--- src/design/rmq_pkg.sv ---
// ----------------------------------------------------------------------------
// rmq_pkg
// Shared types and constants for the rotation matrix to quaternion block.
// ----------------------------------------------------------------------------
package rmq_pkg;

  // default number of fraction bits of the fixed-point fields
  localparam int unsigned FRAC_BITS_DEF = 14;
  // width of every payload field
  localparam int unsigned QW = 16;
  // width of an off-diagonal sum or difference
  localparam int unsigned DW = 17;
  // quotient bits produced by the divider
  localparam int unsigned QB = 17;
  // number of divider lanes
  localparam int unsigned LANES = 3;

  // which component carries the diagonal term
  typedef enum logic [1:0] {
    BR_W = 2'd0,
    BR_X = 2'd1,
    BR_Y = 2'd2,
    BR_Z = 2'd3
  } branch_e;

  // data that follows an item through the square root
  typedef struct packed {
    branch_e                 br;
    logic [LANES-1:0][DW-1:0] d;
  } side_t;

  // data that follows an item through the divider
  typedef struct packed {
    branch_e         br;
    logic [QW-1:0]   diag;
  } tail_t;

endpackage

--- src/design/rmq_div_pipe.sv ---
// ----------------------------------------------------------------------------
// rmq_div_pipe
// Three lanes of rounded d*ONE/s, restoring division one bit per stage,
// with saturation to the 16-bit output range.
// ----------------------------------------------------------------------------
module rmq_div_pipe import rmq_pkg::*; #(
  parameter int unsigned FracBits = FRAC_BITS_DEF,
  parameter int unsigned SqW      = 18
) (
  input  logic                     clk_i,
  input  logic                     en_i,
  input  logic [LANES-1:0][DW-1:0] d_i,
  input  logic [SqW-1:0]           s_i,
  output logic [LANES-1:0][QW-1:0] q_o
);

  localparam int unsigned NW = SqW + QB + 1;

  logic [SqW-1:0] s_q [QB+1];

  // divisor travels with the item
  always_ff @(posedge clk_i) begin
    if (en_i) begin
      s_q[0] <= s_i;
      for (int k = 1; k <= QB; k++) s_q[k] <= s_q[k-1];
    end
  end

  for (genvar l = 0; l < LANES; l++) begin : g_lane
    logic [SqW-1:0] rem_q [QB+1];
    logic [QB-1:0]  low_q [QB+1];
    logic           neg_q [QB+1];
    logic           ovf_q [QB+1];

    logic [DW-1:0]  mag;
    logic [NW-1:0]  num;
    logic [SqW:0]   hi;

    // numerator: |d| scaled up plus half the divisor for rounding
    assign mag = d_i[l][DW-1] ? DW'(-d_i[l]) : d_i[l];
    assign num = {{(NW-DW-FracBits){1'b0}}, mag, {FracBits{1'b0}}}
               + {{(NW-SqW+1){1'b0}}, s_i[SqW-1:1]};
    assign hi  = num[NW-1:QB];

    always_ff @(posedge clk_i) begin
      if (en_i) begin
        rem_q[0] <= hi[SqW-1:0];
        low_q[0] <= num[QB-1:0];
        neg_q[0] <= d_i[l][DW-1];
        ovf_q[0] <= (hi >= {1'b0, s_i});
      end
    end

    for (genvar k = 1; k <= QB; k++) begin : g_step
      logic [SqW:0] t;
      logic         ge;
      logic [SqW:0] t2;

      assign t  = {rem_q[k-1], low_q[k-1][QB-1]};
      assign ge = (t >= {1'b0, s_q[k-1]});
      assign t2 = ge ? (t - {1'b0, s_q[k-1]}) : t;

      always_ff @(posedge clk_i) begin
        if (en_i) begin
          rem_q[k] <= t2[SqW-1:0];
          low_q[k] <= {low_q[k-1][QB-2:0], ge};
          neg_q[k] <= neg_q[k-1];
          ovf_q[k] <= ovf_q[k-1];
        end
      end
    end

    // sign and saturate the quotient
    always_comb begin
      logic [QB-1:0] q;
      q = low_q[QB];
      if (neg_q[QB]) begin
        if (ovf_q[QB] || q[QB-1:QW-1] != '0) q_o[l] = {1'b1, {(QW-1){1'b0}}};
        else                                 q_o[l] = QW'(~q[QW-1:0] + 1'b1);
      end else begin
        if (ovf_q[QB] || q[QB-1:QW-1] != '0) q_o[l] = {1'b0, {(QW-1){1'b1}}};
        else                                 q_o[l] = q[QW-1:0];
      end
    end
  end

endmodule

--- config.mk ---
export PLATFORM = sky130hd
export DESIGN_NAME = rmq_div_pipe
export DESIGN_NICKNAME = d
export VERILOG_FILES = /design/src/design/rmq_pkg.sv /design/src/design/rmq_div_pipe.sv
export SDC_FILE = /design/constraint.sdc
export NUM_CORES = 2
export LEC_CHECK = 0
export BUFFER_PORTS_ARGS = -buffer_cell sky130_fd_sc_hd__buf_2
export CELL_PAD_IN_SITES_DETAIL_PLACEMENT = 1
export CELL_PAD_IN_SITES_GLOBAL_PLACEMENT = 2
export CORE_ASPECT_RATIO = 1.75
export CORE_MARGIN = 1.5
export CORE_UTILIZATION = 40
export CTS_CLUSTER_SIZE = 25
export DETAILED_ROUTE_END_ITERATION = 10
export GPL_TIMING_DRIVEN = 0
export PLACE_DENSITY = 0.8
export SYNTH_ARGS = -nofsm -noshare
export SYNTH_HDL_FRONTEND = slang
export SYNTH_SLANG_ARGS = --single-unit
--- constraint.sdc ---
create_clock -name clk_i -period 5.8 [get_ports clk_i]
set_clock_uncertainty 0.05 [all_clocks]
set_input_delay 1.16 -clock clk_i [delete_from_list [all_inputs] [get_ports clk_i]]
set_output_delay 1.16 -clock clk_i [all_outputs]
set_load 0.05 [all_outputs]
Word level (Yosys, flattened, before mapping)
Memory sizes are Yosys's and may differ from the RTL's.
Cells that the tools add are included.
{ "totals": {"regBits": 0, "latch_bits": 0, "ram_bits": 2322, "rom_bits": 0, "in_bits": 71, "output_inout_bits": 48, "word_cells": 201, "n_memories": 13} }
{ "memory_table": {"columns": ["memory", "words", "width", "rd", "rd_ports_with_merged_regs", "wr", "line_no", "text"], "rows": [
  ["g_lane[0].rem_q", 18, 18, 17, 0, 18, "rmq_div_pipe.sv:30", "logic [SqW-1:0] rem_q [QB+1];"],
  ["g_lane[1].rem_q", 18, 18, 17, 0, 18, "rmq_div_pipe.sv:30", null],
  ["g_lane[2].rem_q", 18, 18, 17, 0, 18, "rmq_div_pipe.sv:30", null],
  ["s_q", 18, 18, 17, 0, 18, "rmq_div_pipe.sv:19", "logic [SqW-1:0] s_q [QB+1];"],
  ["g_lane[0].low_q", 18, 17, 18, 0, 18, "rmq_div_pipe.sv:31", "logic [QB-1:0] low_q [QB+1];"],
  ["g_lane[1].low_q", 18, 17, 18, 0, 18, "rmq_div_pipe.sv:31", null],
  ["7 more memories", null, null, null, null, null, null, null]
]} }
{ "op_classes": {"add_sub_neg": 60, "multipliers": 0, "div": 0, "n_lt_le_gt_ge": 54, "eq_ne": 0, "shifts": 0, "muxes": 65, "bitwise_logic": 3, "n_reduce_logical": 6} }
{ "op_table": {"columns": ["operator", "n"], "rows": [
  ["$ge 19x18->1", 51],
  ["$mux 18", 51],
  ["$sub 18x18->18", 51],
  ["$mux 16", 9],
  ["$add 31x17->32", 3],
  ["$ge 15x18->1", 3],
  ["$mux 17", 3],
  ["$neg 17->17", 3],
  ["$add 16x1->16 const B", 3],
  ["$not 16->16", 3],
  ["$reduce_bool 2->1", 3],
  ["$logic_or 1x1->1", 3],
  ["$mux 1", 2]
]} }

Depth between registers and ports, before layout
An unclocked memory read counts as a cell.
{ "depth": {"word_depth": 5, "mapped_depth": 21, "ltp_nobuf": 20} }

Worst setup path before layout
No wires, ideal clock.
{ "synth_timing": {"path_kind": "in2reg", "startpoint": "input d_i[16] in the netlist's numbering", "endpoint": "memory g_lane[0].ovf_q[0], data pin", "arrival_ns": 4.601, "setup_slack_ns": 0.888, "stages": 21, "path_buffers": 3, "cell_sequence": "clkbuf_1 > clkbuf_1 > clkbuf_1 > nand2_1 > o21ai_0 > inv_1 > fa_1 > inv_1 > a21oi_1 > nor4_1 > nor2b_1 > and2_1 > nand2_1 > xnor2_1 > ha_1 > a21oi_1 > nor2b_1 > o21ai_0 > o211ai_1 > o221ai_1 > a21oi_1"} }
{ "synth_rtl": {"columns": ["element", "line_no", "text"], "rows": [
  ["start, declared", "rmq_div_pipe.sv:12", "input logic [LANES-1:0][DW-1:0] d_i,"],
  ["end, declared", "rmq_div_pipe.sv:33", "logic ovf_q [QB+1];"]
]} }

==> impl_results.md <==
* Synth Instances at 9,507
* Hpwl dp at 300,100 um
* Ys async rst share at 0
* DR WL/cell at approximately 27 um
* CTS max path bufs at 4
* Critical path's largest stage delay at 0.79 ns
* Slowest CP cell: nor3b_1
* Critical Path Sink Type: output pin
* Worst Max-Slew Pin Slew at 1.308 ns
* Maximum vdd ir drop at 0.2567 mV
* Worst reg2reg path depth at 12
* Top FF cell, synth: edfxtp_1
* Initial core utilization at 0.4020
* Chip Height at between 600 and 700 um
* NumNets Final at 10,900
* Synth top area cells: edfxtp_1 49%, ha_1 11%, mux2_2 4.9%
* Critical path type: reg2out
* Crit path required time at 4.59 ns
* Die outline width at 399.2 um
* Max-Cap Viols at 0
* Remaining global-route overflow at 0
* Hold slack final at around 0.31 ns
* Dominant delay contributor by cell family on the critical path: simple AND/OR/NAND/NOR gates
* GRT Resource Usage Total at 0.2612
* Fin. Hold Viols at 0
* Vias at 77,200
* Final WL at 369,100 um
* Filler cells at 29,200
* Pre-CTS worst setup slack at -0.3369 ns
* Setup crit end: q_o[28]
* Detailed-router iteration count before antenna repair at 5
* WP data arrival at roughly 4.2 ns
* Row Count at 254
* Clock root buffer: clkbuf_16
* CTS tree: built
* Fraction of layout cells with a size suffix above 1 at 0.1075
* H-tree depth at 4
* Resized Gates After CTS at 0
* Largest net degree at the start of global routing at 180
* Total CTS buffers at 192
* Share of the synthesized area in the top cell type at 0.4919
* Endpoints failing setup at 0
* Worst slew margin at 0.1053
* Placer Congestion at 0.9271
* Antenna-violating nets left at 0
* Antenna violations before repair at 9
* Status: finished clean
* Sequential Area at 54,050 um^2
* Crit path max fanout at 7
* Final period util at 0.9349
* Commonest cells post-synth: 1,800 x edfxtp_1, 944 x ha_1, 732 x a21oi_1, 620 x nor2_1, 596 x inv_1
* Pwr dens at 554.8 nW/um^2
* Post-CTS Hold Buffers at 0
* Worst R2R Start: s_q[5][12]
* Non-Filler Instances at 13,620
* Worst Path Buf+Inv at 2
* R2r setup slk at 0.70 ns
* Initial DRC count at between 3,000 and 4,000
* Core footprint at approximately 270,000 um^2
* Setup bufs post-CTS at 0
* Mapped Area at 109,900 um^2
* Synth Area per Inst at 11.56 um^2
* Clock latency on the worst-skew pair at 0.91 ns
* Fin crit period at 5.423 ns
* Ys Warns at 0
* Highest Clock Rate at 184.4 MHz
* #FFs+latches synth at about 1,800
* PnR Total Power at 67,550 uW
* Critical Path Stages at 8
* IO Pins at 119
* Vias in the first global route at ~84,000
* Via density per instance at 5.668
* Post-synth cell types at 100
* Multi-input gate area at roughly 53,000 um^2
* DP Area at 115,300 um^2
* Min-delay src: g_lane[2].low_q[11][5]
* First-pass GRT wire length at 534,400 um
* Area grow syn2layout at 10.80%
* Synth area leader: edfxtp_1
* Worst path cell trace: inv_1 > ha_1 > nor3b_1 > and2_1 > nand2_1 > o21ai_0 > xor2_1 > buf_2
* Sequential share of the synthesized area at 0.4919
* # DRC at 0
* CP Launch Point: g_lane[1].low_q[17][0]
* CP Launch Type: flip-flop
* Max-slew violations at 0
* Hold Path Class: reg2reg
* Clock-pin slew on the worst setup and hold paths at ~0.060 ns
* Finished Cell Area at approximately 120,000 um^2
* P_leak at 0.04765 uW
* Die ar. at 278,000 um^2
* RSZ-0062 raised after global routing: false
* Final setup margin at 0.3773 ns
* Port buffer count at between 100 and 150
* Reg2reg end: g_lane[1].rem_q[6][8]
* Post-synth EDFFs at about 1,800
* Count leader, synth: edfxtp_1
* CTS Sinks at 1,800
* Placed insts at between 10,000 and 15,000
==> routing by layer <==
metal / vias up / part of all wire / track usage / wire length [um]
met5: - / 0 / 0 / 0
met4: 0 / 0.11 / 0.2348 / 39510
met3: 905 / 0.027 / 0.02973 / 9951
met2: 1362 / 0.56 / 0.5206 / 205900
met1: 38560 / 0.31 / 0.2195 / 113800
li1: 36370 / - / - / -
==> through the flow <==
stage	util	setup TNS (ns)
final	0.4455	0
after global routing	0.4455	0
after CTS	0.4450	0
after detailed placement	0.4218	-0.6523
after global placement	0.4206	-
after floorplan	-	0
==> cells by family after synthesis <==
| family | share of synthesized area |
|---|---|
| adder cells (fa/ha/maj) | 0.1168 |
| other | 0.00003413 |
| buffers and inverters | 0.02760 |
| AND/OR/NAND/NOR | 0.09737 |
| multiplexers | 0.06443 |
| flip-flops | 0.4919 |
| XOR/XNOR | 0.05994 |
| AO/OA/AOI/OAI | 0.1420 |
==> state kept, by name, summed over array words and instances, names as in the netlist <==
| register | flops |
|---|---|
| g_lane.neg_q | 54 |
| g_lane.rem_q | 909 |
| s_q | 173 |
| g_lane.ovf_q | 54 |
| g_lane.low_q | 610 |
==> power by group <==
part           internal (uW)  switching [uW]
Clock                   7220            5490
Sequential             19800            2760
Combinational          13900           18500
Total                  40900           26700
==> placed cells by master (no fill, tap or decap), drive strengths merged, types with 84 or more instances in the layout <==
| cell | n |
|---|---|
| edfxtp | 1800 |
| nand2b | 140 |
| nand3 | 113 |
| o21ai | 520 |
| nor2 | 620 |
| nand4 | 135 |
| a21o | 386 |
| nor3 | 166 |
| ha | 944 |
| xnor2 | 498 |
| nand2 | 488 |
| o21a | 84 |
| clkbuf | 357 |
| inv | 612 |
| xor2 | 254 |
| a21oi | 738 |
| a211oi | 93 |
| buf | 163 |
| mux2 | 561 |
| nor2b | 175 |
==> how the worst min path moves through the flow <==
stage                              to  slack, ns  cells after the start
4_1_cts        g_lane[2].low_q[12][6]       0.30                      0
2_1_floorplan  g_lane[0].low_q[10][1]       0.35                      0
3_5_place_dp      g_lane[2].ovf_q[12]       0.36                      0
3_3_place_gp       g_lane[2].ovf_q[1]       0.35                      0
6_report       g_lane[2].low_q[12][6]       0.31                      0
5_1_grt         g_lane[2].low_q[8][5]       0.30                      0
==> area by class of cell <==
| type | count | area share |
|---|---|---|
| Antenna cell | 56 | 0.001151 |
| Buffer | 178 | 0.006536 |
| Clock buffer | 217 | 0.04041 |
| Clock inverter | 127 | 0.01155 |
| Inverter | 596 | 0.01837 |
| Multi-Input combinational cell | 6938 | 0.4339 |
| Sequential cell | 1800 | 0.4440 |
| Tap cell | 3584 | 0.03683 |
| Timing Repair Buffer | 125 | 0.007317 |
Power figures use the tool's default switching activity.
