==> src/design/rmq_pkg.sv <==
// ----------------------------------------------------------------------------
// rmq_pkg
// Shared types and constants for the rotation matrix to quaternion block.
// ----------------------------------------------------------------------------
package rmq_pkg;

  // default number of fraction bits of the fixed-point fields
  localparam int unsigned FRAC_BITS_DEF = 14;
  // width of every payload field
  localparam int unsigned QW = 16;
  // width of an off-diagonal sum or difference
  localparam int unsigned DW = 17;
  // quotient bits produced by the divider
  localparam int unsigned QB = 17;
  // number of divider lanes
  localparam int unsigned LANES = 3;

  // which component carries the diagonal term
  typedef enum logic [1:0] {
    BR_W = 2'd0,
    BR_X = 2'd1,
    BR_Y = 2'd2,
    BR_Z = 2'd3
  } branch_e;

  // data that follows an item through the square root
  typedef struct packed {
    branch_e                 br;
    logic [LANES-1:0][DW-1:0] d;
  } side_t;

  // data that follows an item through the divider
  typedef struct packed {
    branch_e         br;
    logic [QW-1:0]   diag;
  } tail_t;

endpackage

==> src/design/rmq_sqrt_pipe.sv <==
// ----------------------------------------------------------------------------
// rmq_sqrt_pipe
// Integer square root, one result bit per register stage.
// ----------------------------------------------------------------------------
module rmq_sqrt_pipe import rmq_pkg::*; #(
  parameter int unsigned SqW = 18
) (
  input  logic             clk_i,
  input  logic             en_i,
  input  logic [2*SqW-1:0] rad_i,
  output logic [SqW-1:0]   root_o
);

  localparam int unsigned RemW = SqW + 2;

  logic [RemW-1:0]  rem_q  [SqW];
  logic [SqW-1:0]   root_q [SqW];
  logic [2*SqW-1:0] rad_q  [SqW];

  for (genvar i = 0; i < SqW; i++) begin : g_stage
    logic [RemW-1:0]  prem;
    logic [SqW-1:0]   proot;
    logic [2*SqW-1:0] prad;
    logic [RemW+1:0]  t;
    logic [RemW+1:0]  trial;
    logic             ge;

    if (i == 0) begin : g_first
      assign prem  = '0;
      assign proot = '0;
      assign prad  = rad_i;
    end else begin : g_next
      assign prem  = rem_q[i-1];
      assign proot = root_q[i-1];
      assign prad  = rad_q[i-1];
    end

    // bring down two radicand bits and try the next root bit
    assign t     = {prem, prad[2*SqW-1 -: 2]};
    assign trial = {2'b00, proot, 2'b01};
    assign ge    = (t >= trial);

    always_ff @(posedge clk_i) begin
      if (en_i) begin
        rad_q[i]  <= prad << 2;
        rem_q[i]  <= ge ? RemW'(t - trial) : RemW'(t);
        root_q[i] <= {proot[SqW-2:0], ge};
      end
    end
  end

  assign root_o = root_q[SqW-1];

endmodule

==> config.mk <==
export PLATFORM = sky130hd
export DESIGN_NAME = rmq_sqrt_pipe
export DESIGN_NICKNAME = d
export VERILOG_FILES = /design/src/design/rmq_pkg.sv /design/src/design/rmq_sqrt_pipe.sv
export SDC_FILE = /design/constraint.sdc
export NUM_CORES = 1
export LEC_CHECK = 0
export BUFFER_PORTS_ARGS = -buffer_cell sky130_fd_sc_hd__buf_4
export CAP_MARGIN = 20
export CORE_UTILIZATION = 40
export CTS_BUF_LIST = sky130_fd_sc_hd__clkbuf_8
export DETAILED_ROUTE_END_ITERATION = 10
export PLACE_DENSITY = 0.55
export SKIP_LAST_GASP = 1
export SYNTH_ARGS = -nofsm -noshare
export SYNTH_HDL_FRONTEND = slang
export SYNTH_SLANG_ARGS = --single-unit
==> constraint.sdc <==
create_clock -name clk_i -period 2.85 [get_ports clk_i]
set_input_delay 0.1425 -clock clk_i [delete_from_list [all_inputs] [get_ports clk_i]]
set_output_delay 0.1425 -clock clk_i [all_outputs]
set_load 0.03 [all_outputs]
# Yosys cells after proc, flatten, opt, wreduce, memory -nomap -nowiden
# Memories as Yosys holds them, arrays and structs flattened.
# Index checks and enable logic that the tools add are counted.
# classes
n_addsub	18
order_cmp	18
muxes	20
# op_table
op	count
$ge 22x20->1	17
$mux 20	18
$sub 20x20->20	17
$sub 2x1->3 const B	1
$ge 2x1->1 const B	1
$mux 1	2
# totals
ram_bits	1296
reg_bits	0
input_bits	38
mem_count	3
output_inout_bits	18
# mem_list
name	words	width	read_ports	rd_clocked_by_memory_dff	wr	line_no	rtl
rad_q	18	34	17	0	18	rmq_sqrt_pipe.sv:18	logic [2*SqW-1:0] rad_q [SqW];
rem_q	18	20	17	0	18	rmq_sqrt_pipe.sv:16	logic [RemW-1:0] rem_q [SqW];
root_q	18	18	18	0	18	rmq_sqrt_pipe.sv:17	logic [SqW-1:0] root_q [SqW];

# Depth between registers and ports, before layout
# Gate-level depths: netlist of the first run.
# An unclocked memory read counts as a cell.
# logic_depth
ltp_word	3
mapped_depth	12
depth_no_buf	10

# Worst setup path after synthesis of the first run
# OpenSTA, ideal clock, no wires.
# synth_path
kind	reg2reg
startpoint	memory rem_q[8][8] in the netlist's numbering
endpoint	memory rem_q[9][18] in the netlist's numbering (data pin)
n_path_buf	1
synth_period_minus_slack_ns	2.606
path_stages_with_launch	9
required_ns	2.591
slack_ns	0.244
setup_time_ns	0.259
arrival_ns	2.346
cell_sequence	edfxtp_1 ha_1 or4b_1 or3_1 o211a_1 nand4_4 buf_6 o2111ai_1 xnor2_1
# synth_rtl
element	line_no
from (decl)	rmq_sqrt_pipe.sv:16

==> impl_metrics.json, run 1 <==
{
  "numCtsBuffers": 138,
  "fp.dieArea_sq_mm": 0.0938,
  "dpl.hpwl_um": 52300,
  "wl_per_cell_um": 16.5,
  "drtPass1Iterations": 5,
  "synth_nets": 3038,
  "ys_types": 86,
  "layout-drive-gt1-share_pct": 14.2,
  "worstHoldStart": "rad_i[7]",
  "tightest_slew_ns": 0.746,
  "synth_fa_ha_area_share_pct": 6.42,
  "fin_nets": 3356,
  "multi_input_area_sq_mm": 0.0123,
  "timing.rr.start": "root_q[14][2]",
  "critical_path_required_ns": 3.37,
  "grt_pass1_wl_um": 118000,
  "postSynthAreaPerCell_sq_um": 13.2,
  "syn-cell-area_sq_mm": 0.0370,
  "criticalPathCategory": "flop to flop",
  "vias_per_cell": 5.08,
  "synth_enable_flop_cells": 794,
  "p_per_area_mw_per_mm2": 706,
  "min_path_cells": 2,
  "clk_latency_ns": 0.79,
  "hold_class": "primary input to flop",
  "syn_to_final_growth_pct": 16.9,
  "yosysSeqAreaShare_pct": 64.4,
  "reg2reg_to": "rem_q[15][19]",
  "period_share_pct": 99.0,
  "path_clk_slew_ns": 0.06,
  "crit_path_end_kind": "flop",
  "r2r_slack_ns": 0.03,
  "muxShareOfSynthArea_pct": 1.63,
  "antenna_found_initial": 1,
  "root_buffer": "clkbuf_8",
  "min_period_ns": 2.82,
  "cts_tree": "done",
  "slowest_delay_ns": 0.50,
  "start_util_pct": 40.4,
  "cts_sinks": 794,
  "critPathLaunchType": "flop",
  "setup_viol": 0,
  "vias": 22500,
  "grt_max_degree": 85,
  "layout_setup_ws_ns": 0.0272,
  "clk_path_buf_depth": 3,
  "ios": 56,
  "cap_violations": 0,
  "htreeDepth": 4,
  "crit_arrival_ns": 3.35,
  "grt_pass1_vias": 23000,
  "crit_chain": "inv_1 > ha_1 > or3_1 > o22ai_2 > o31ai_1 > nand3_1 > a31oi_1 > nor4_1 > mux2_2",
  "fillers": 8175,
  "die_x_um": 306,
  "drc": 0,
  "clock_skew_ns": 0.0268,
  "hold_path_end": "rad_q[0][7]",
  "synthSimpleGateAreaFrac_pct": 9.70,
  "regArea_sq_mm": 0.0238,
  "whs_ns": 0.0963,
  "place_congestion": 0.907,
  "setup_tns_ns": 0,
  "core-area_sq_mm": 0.0917,
  "drtIter0Drc": 1289,
  "num_rows": 111,
  "synth-compound-area-share_pct": 9.20,
  "final_area_sq_mm": 0.0433,
  "wl_um": 72900,
  "antenna_left": 0,
  "ys.warnings.count": 0,
  "die_h_um": 306,
  "synth_top_family_by_area": "simple AND/OR/NAND/NOR gates",
  "grt_use_total_pct": 15.7,
  "p_leak_nw": 16.9,
  "fmax_mhz": 354,
  "cp_max_fo": 5,
  "rsz0062_at_grt": "yes",
  "hold_violations": 0,
  "peakVddDrop_mv": 0.427,
  "synth_xor_area_share_pct": 5.70,
  "dpl_worst_slack_ns": -0.169,
  "rr_worst_depth": 9,
  "cp_slowest_cell": "o31ai_1",
  "syn_inst": 2810,
  "grt_overflow": 0,
  "synth-seq-cells": 794,
  "status": "complete, no violations",
  "slew_violations": 0,
  "synth_ff_type": "edfxtp_1",
  "place_area_sq_mm": 0.0397,
  "io_buffer_count": 55,
  "synthArstFlopShare_pct": 0,
  "maxSlewHeadroom_pct": 49.8
}
[cells in the mapped netlist (5+ instances only)]
cell type / number / area, sq um
or3_1: 26 / 163
and3_1: 13 / 81.3
nand4_1: 27 / 169
xnor2_1: 122 / 1070
o211ai_1: 9 / 67.6
o31a_1: 6 / 52.6
o21ai_0: 98 / 490
edfxtp_1: 794 / 23800
and2_1: 5 / 31.3
a211oi_1: 19 / 143
nor2b_1: 34 / 213
or4_1: 9 / 67.6
o2111ai_1: 7 / 61.3
clkbuf_1: 34 / 128
buf_2: 8 / 40.0
mux2_2: 48 / 541
inv_1: 231 / 867
nand3b_1: 10 / 75.1
nor2_1: 198 / 743
o22ai_1: 5 / 31.3
nand2b_1: 34 / 213
a21oi_1: 191 / 956
o21a_1: 43 / 323
nand3_1: 57 / 285
a41oi_1: 5 / 43.8
nand2_1: 143 / 537
a21o_1: 48 / 360
ha_1: 190 / 2380
a31oi_1: 18 / 113
nand4b_1: 5 / 43.8
xor2_1: 119 / 1040
o21ai_1: 18 / 90.1
o21bai_1: 15 / 113
nor4_1: 41 / 257
or2_2: 7 / 43.8
nor3b_1: 8 / 60.1
o31ai_1: 11 / 82.6
a2111oi_0: 5 / 43.8
nor3_1: 53 / 265
[flip-flops by register name, indices dropped and copies added (netlist names)]
signal / flops
rad_q: 306
root_q: 171
rem_q: 317
[cell families after synthesis]
kind of cell | Yosys count
flip-flops | 794
other | 1
adder cells (fa/ha/maj) | 190
buffers and inverters | 282
XOR/XNOR | 241
multiplexers | 54
AO/OA/AOI/OAI | 546
AND/OR/NAND/NOR | 702
[metal layers]
layer	up-vias	wire [um]	part of all wire [%]	GRT usage, %
met5	-	0	0	0
met4	0	1460	2.0	5.42
met3	117	3050	4.2	3.46
met2	418	34500	47	25.6
met1	10800	33900	47	20.6
li1	11100	-	-	-
[area by class of cell]
class / count / area share [%]
sequential: 794 / 55.1
multi-input combinational: 1734 / 28.4
timing repair buffer: 225 / 4.80
clock buffer: 141 / 4.48
tap: 1186 / 3.43
inverter: 235 / 2.05
clock inverter: 109 / 1.75
antenna: 1 / 0.00578
[repair_timing]
item | in CTS | in global routing
buffers inserted | 0 | 3
cloned | 0 | 1
hold endpoints to repair | 86 | 0
resized for setup | 5 | 40
pin swaps | 1 | 3
endpoints found under the setup margin | 29 | 53
hold buffers | 61 | 0
[cell usage in the layout, fill, tap and decap left out, types with 51 or more instances in the layout]
cell | netlist | layout
nor3_1 | 53 | 51
xnor2_1 | 122 | 122
inv_1 | 231 | 268
ha_1 | 190 | 183
dlygate4sd3_1 | 0 | 61
buf_4 | 1 | 145
clkbuf_8 | 0 | 141
edfxtp_1 | 794 | 794
nand2_1 | 143 | 142
nor2_1 | 198 | 198
a21oi_1 | 191 | 189
xor2_1 | 119 | 119
nand3_1 | 57 | 57
o21ai_0 | 98 | 95
[power breakdown]
group / switching (W) / leakage, nW / internal (W) / total, W
sequential: 0.000789 / 7.60 / 0.0145 / 0.0152
clock: 0.00462 / 1.51 / 0.00555 / 0.0102
combinational: 0.00281 / 7.76 / 0.00234 / 0.00515
total: 0.00821 / 16.9 / 0.0223 / 0.0306
[per-stage QoR]
| step | util (%) | cells | power (W) |
|---|---|---|---|
| floorplan | - | 2810 | 0.0186 |
| global placement | 43.3 | 4109 | 0.0204 |
| detailed placement | 43.3 | 4109 | 0.0204 |
| CTS | 47.0 | 4420 | 0.0309 |
| global route | 47.2 | 4425 | 0.0322 |
| finish | 47.2 | 4425 | 0.0306 |
[worst max-delay path by stage]
stage | startpoint | endpoint | slack [ns] | depth (start not counted)
5_1_grt | rem_q[3][0] | rem_q[4][10] | -0.03 | 8
4_1_cts | rem_q[3][0] | rem_q[4][10] | 0.0005 | 8
3_3_place_gp | root_q[14][6] | rem_q[15][15] | 0.03 | 9
3_5_place_dp | root_q[14][6] | rem_q[15][15] | -0.17 | 9
6_report | root_q[14][2] | rem_q[15][19] | 0.03 | 9
2_1_floorplan | rem_q[8][8] | rem_q[9][18] | 0.24 | 8
[critical path, delay by kind of cell (launching register included)]
kind            cells  cell delay [ns]
fa+ha+maj           1             0.33
compound gates      3             0.88
flops               1             0.43
mux                 1             0.28
simple gates        3             0.56
buf+inv             1             0.09
(Power assumes the default switching activity.)
==> run 2, diff against run 1 <==
Settings changed: GPL_ROUTABILITY_DRIVEN from default to 1, PLACE_DENSITY 0.55 to default, PLACE_DENSITY_LB_ADDON from default to 0.15, SLEW_MARGIN from default to 10.
==> run 2 against run 1 <==
Clock skew is 0.0092 ns higher; worst hold slack worse by 0.013 ns; routed wire length is 1.6% higher; sequential power hardly changed; power is 1.8% lower; first-iteration DRC count is 4.8% lower; final area is 0.39% lower; cell count is 0.20% higher; combinational power hardly changed; sequential cell count stayed put.
==> impl_metrics.json, run 2 (synthesized netlist as in run 1, its figures left out) <==
{
  "clk_path_buf_depth": 3,
  "fp.dieArea_sq_mm": 0.0938,
  "grt_overflow": 0,
  "layout-drive-gt1-share_pct": 14.0,
  "rsz0062_at_grt": "yes",
  "criticalPathCategory": "flop to flop",
  "final_common_cell": "edfxtp_1",
  "grt_use_total_pct": 15.9,
  "crit_chain": "inv_1 > ha_1 > a21o_1 > a21o_1 > a221oi_1 > o21ai_0 > nor2_1 > nor4bb_1 > xor2_1",
  "maxSlewHeadroom_pct": 52.1,
  "wl_per_cell_um": 16.7,
  "num_rows": 111,
  "timing.rr.start": "root_q[11][9]",
  "cp-endpoint": "rem_q[12][18]",
  "dpl_worst_slack_ns": -0.135,
  "fmax_mhz": 357,
  "mostFrequentLayoutCells": "794 x edfxtp_1, 275 x inv_1, 197 x nor2_1",
  "drtIter0Drc": 1227,
  "whs_ns": 0.0828,
  "reg_top3": "rem_q (317), rad_q (306), root_q (171)",
  "fin_nets": 3368,
  "syn_to_final_growth_pct": 16.4,
  "crit_start": "root_q[11][9]",
  "largest_register_ffs": 317,
  "grt_max_degree": 98,
  "drc": 0,
  "clock_skew_ns": 0.0360,
  "drtPass1Iterations": 7,
  "final_area_sq_mm": 0.0431,
  "die_x_um": 306,
  "crit_path_end_kind": "flop",
  "p_leak_nw": 16.9,
  "path_common_cell": "a21o_1",
  "regMostFlops": "rem_q",
  "peakVddDrop_mv": 0.361,
  "status": "complete, no violations",
  "io_buffer_count": 55,
  "wl_um": 74000,
  "period_share_pct": 98.3,
  "layout_setup_ws_ns": 0.0496,
  "die_h_um": 306,
  "critical_path_required_ns": 3.36,
  "cts_tree": "done",
  "dpl.hpwl_um": 52900,
  "antenna_found_initial": 1,
  "antenna_left": 0,
  "slowest_delay_ns": 0.46,
  "r2r_slack_ns": 0.05,
  "utilization_pct": 47.1,
  "cts_sinks": 794,
  "start_util_pct": 40.4,
  "cp_slowest_cell": "edfxtp_1",
  "crit_arrival_ns": 3.31,
  "numCtsBuffers": 140,
  "ios": 56,
  "critPathLaunchType": "flop",
  "vias": 22600,
  "rr_worst_depth": 9,
  "hold_violations": 0,
  "path_clk_slew_ns": 0.06,
  "setup_viol": 0,
  "tightest_slew_ns": 0.707,
  "slew_violations": 0,
  "root_buffer": "clkbuf_8",
  "reg2reg_to": "rem_q[12][18]",
  "place_area_sq_mm": 0.0397,
  "htreeDepth": 4,
  "place_congestion": 0.835,
  "grt_pass1_wl_um": 120000,
  "vias_per_cell": 5.10,
  "hold_class": "primary input to flop",
  "cp_max_fo": 7,
  "core-area_sq_mm": 0.0917,
  "clk_latency_ns": 0.79,
  "cap_violations": 0,
  "min_period_ns": 2.80,
  "grt_pass1_vias": 22900,
  "p_per_area_mw_per_mm2": 696
}
[run 2: routing by layer]
metal / track usage (%) / vias to the layer above / routed length, um
li1: - / 11200 / -
met1: 21.2 / 10900 / 34400
met2: 25.6 / 479 / 34900
met3: 3.54 / 104 / 3330
met4: 5.55 / 0 / 1440
met5: 0 / - / 0
[run 2: critical path: cells and delay by family (launching register included)]
family | cells | cell delay [ns]
simple gates | 2 | 0.46
buf+inv | 1 | 0.07
fa+ha+maj | 1 | 0.39
xor+xnor | 1 | 0.12
flops | 1 | 0.46
compound gates | 4 | 1.03
[run 2: layout make-up]
| class | count | area (sq um) |
|---|---|---|
| sequential | 794 | 23800 |
| multi-input combinational | 1734 | 12300 |
| tap | 1186 | 1480 |
| clock inverter | 109 | 622 |
| antenna | 1 | 2.50 |
| fill | 8122 | 48500 |
| clock buffer | 140 | 1930 |
| timing repair buffer | 235 | 2110 |
| inverter | 235 | 885 |
[run 2: how the worst min path moves through the flow]
stage | start | to | slack, ns | cells past startpoint
final | rad_i[27] | rad_q[0][27] | 0.08 | 2
after global routing | rad_i[9] | rad_q[0][9] | 0.02 | 2
after CTS | rad_i[27] | rad_q[0][27] | 0.004 | 2
after detailed placement | rad_i[27] | rad_q[0][27] | 0.32 | 1
after global placement | rad_i[16] | rad_q[0][16] | 0.32 | 1
after floorplan | rad_i[0] | rad_q[0][0] | 0.24 | 0
[run 2: repair_timing]
item	CTS	global route
setup buffers	0	8
resized for setup	2	33
hold buffers	61	0
pin swaps	0	4
hold endpoints to repair	135	0
setup endpoints to repair	13	68
[run 2: where the power goes]
| part | switching, W | total, W | internal [W] | leakage, nW |
|---|---|---|---|---|
| Clock | 0.00476 | 0.00962 | 0.00486 | 1.47 |
| Sequential | 0.000786 | 0.0152 | 0.0145 | 7.60 |
| Combinational | 0.00281 | 0.00516 | 0.00235 | 7.79 |
[run 2: metrics by stage]
stage	power [W]	instances	setup TNS, ns
finish	0.0300	4434	0
global placement	0.0204	4115	0
detailed placement	0.0205	4115	-1.12
global route	0.0317	4434	-0.178
floorplan	0.0186	2810	0
CTS	0.0304	4425	0
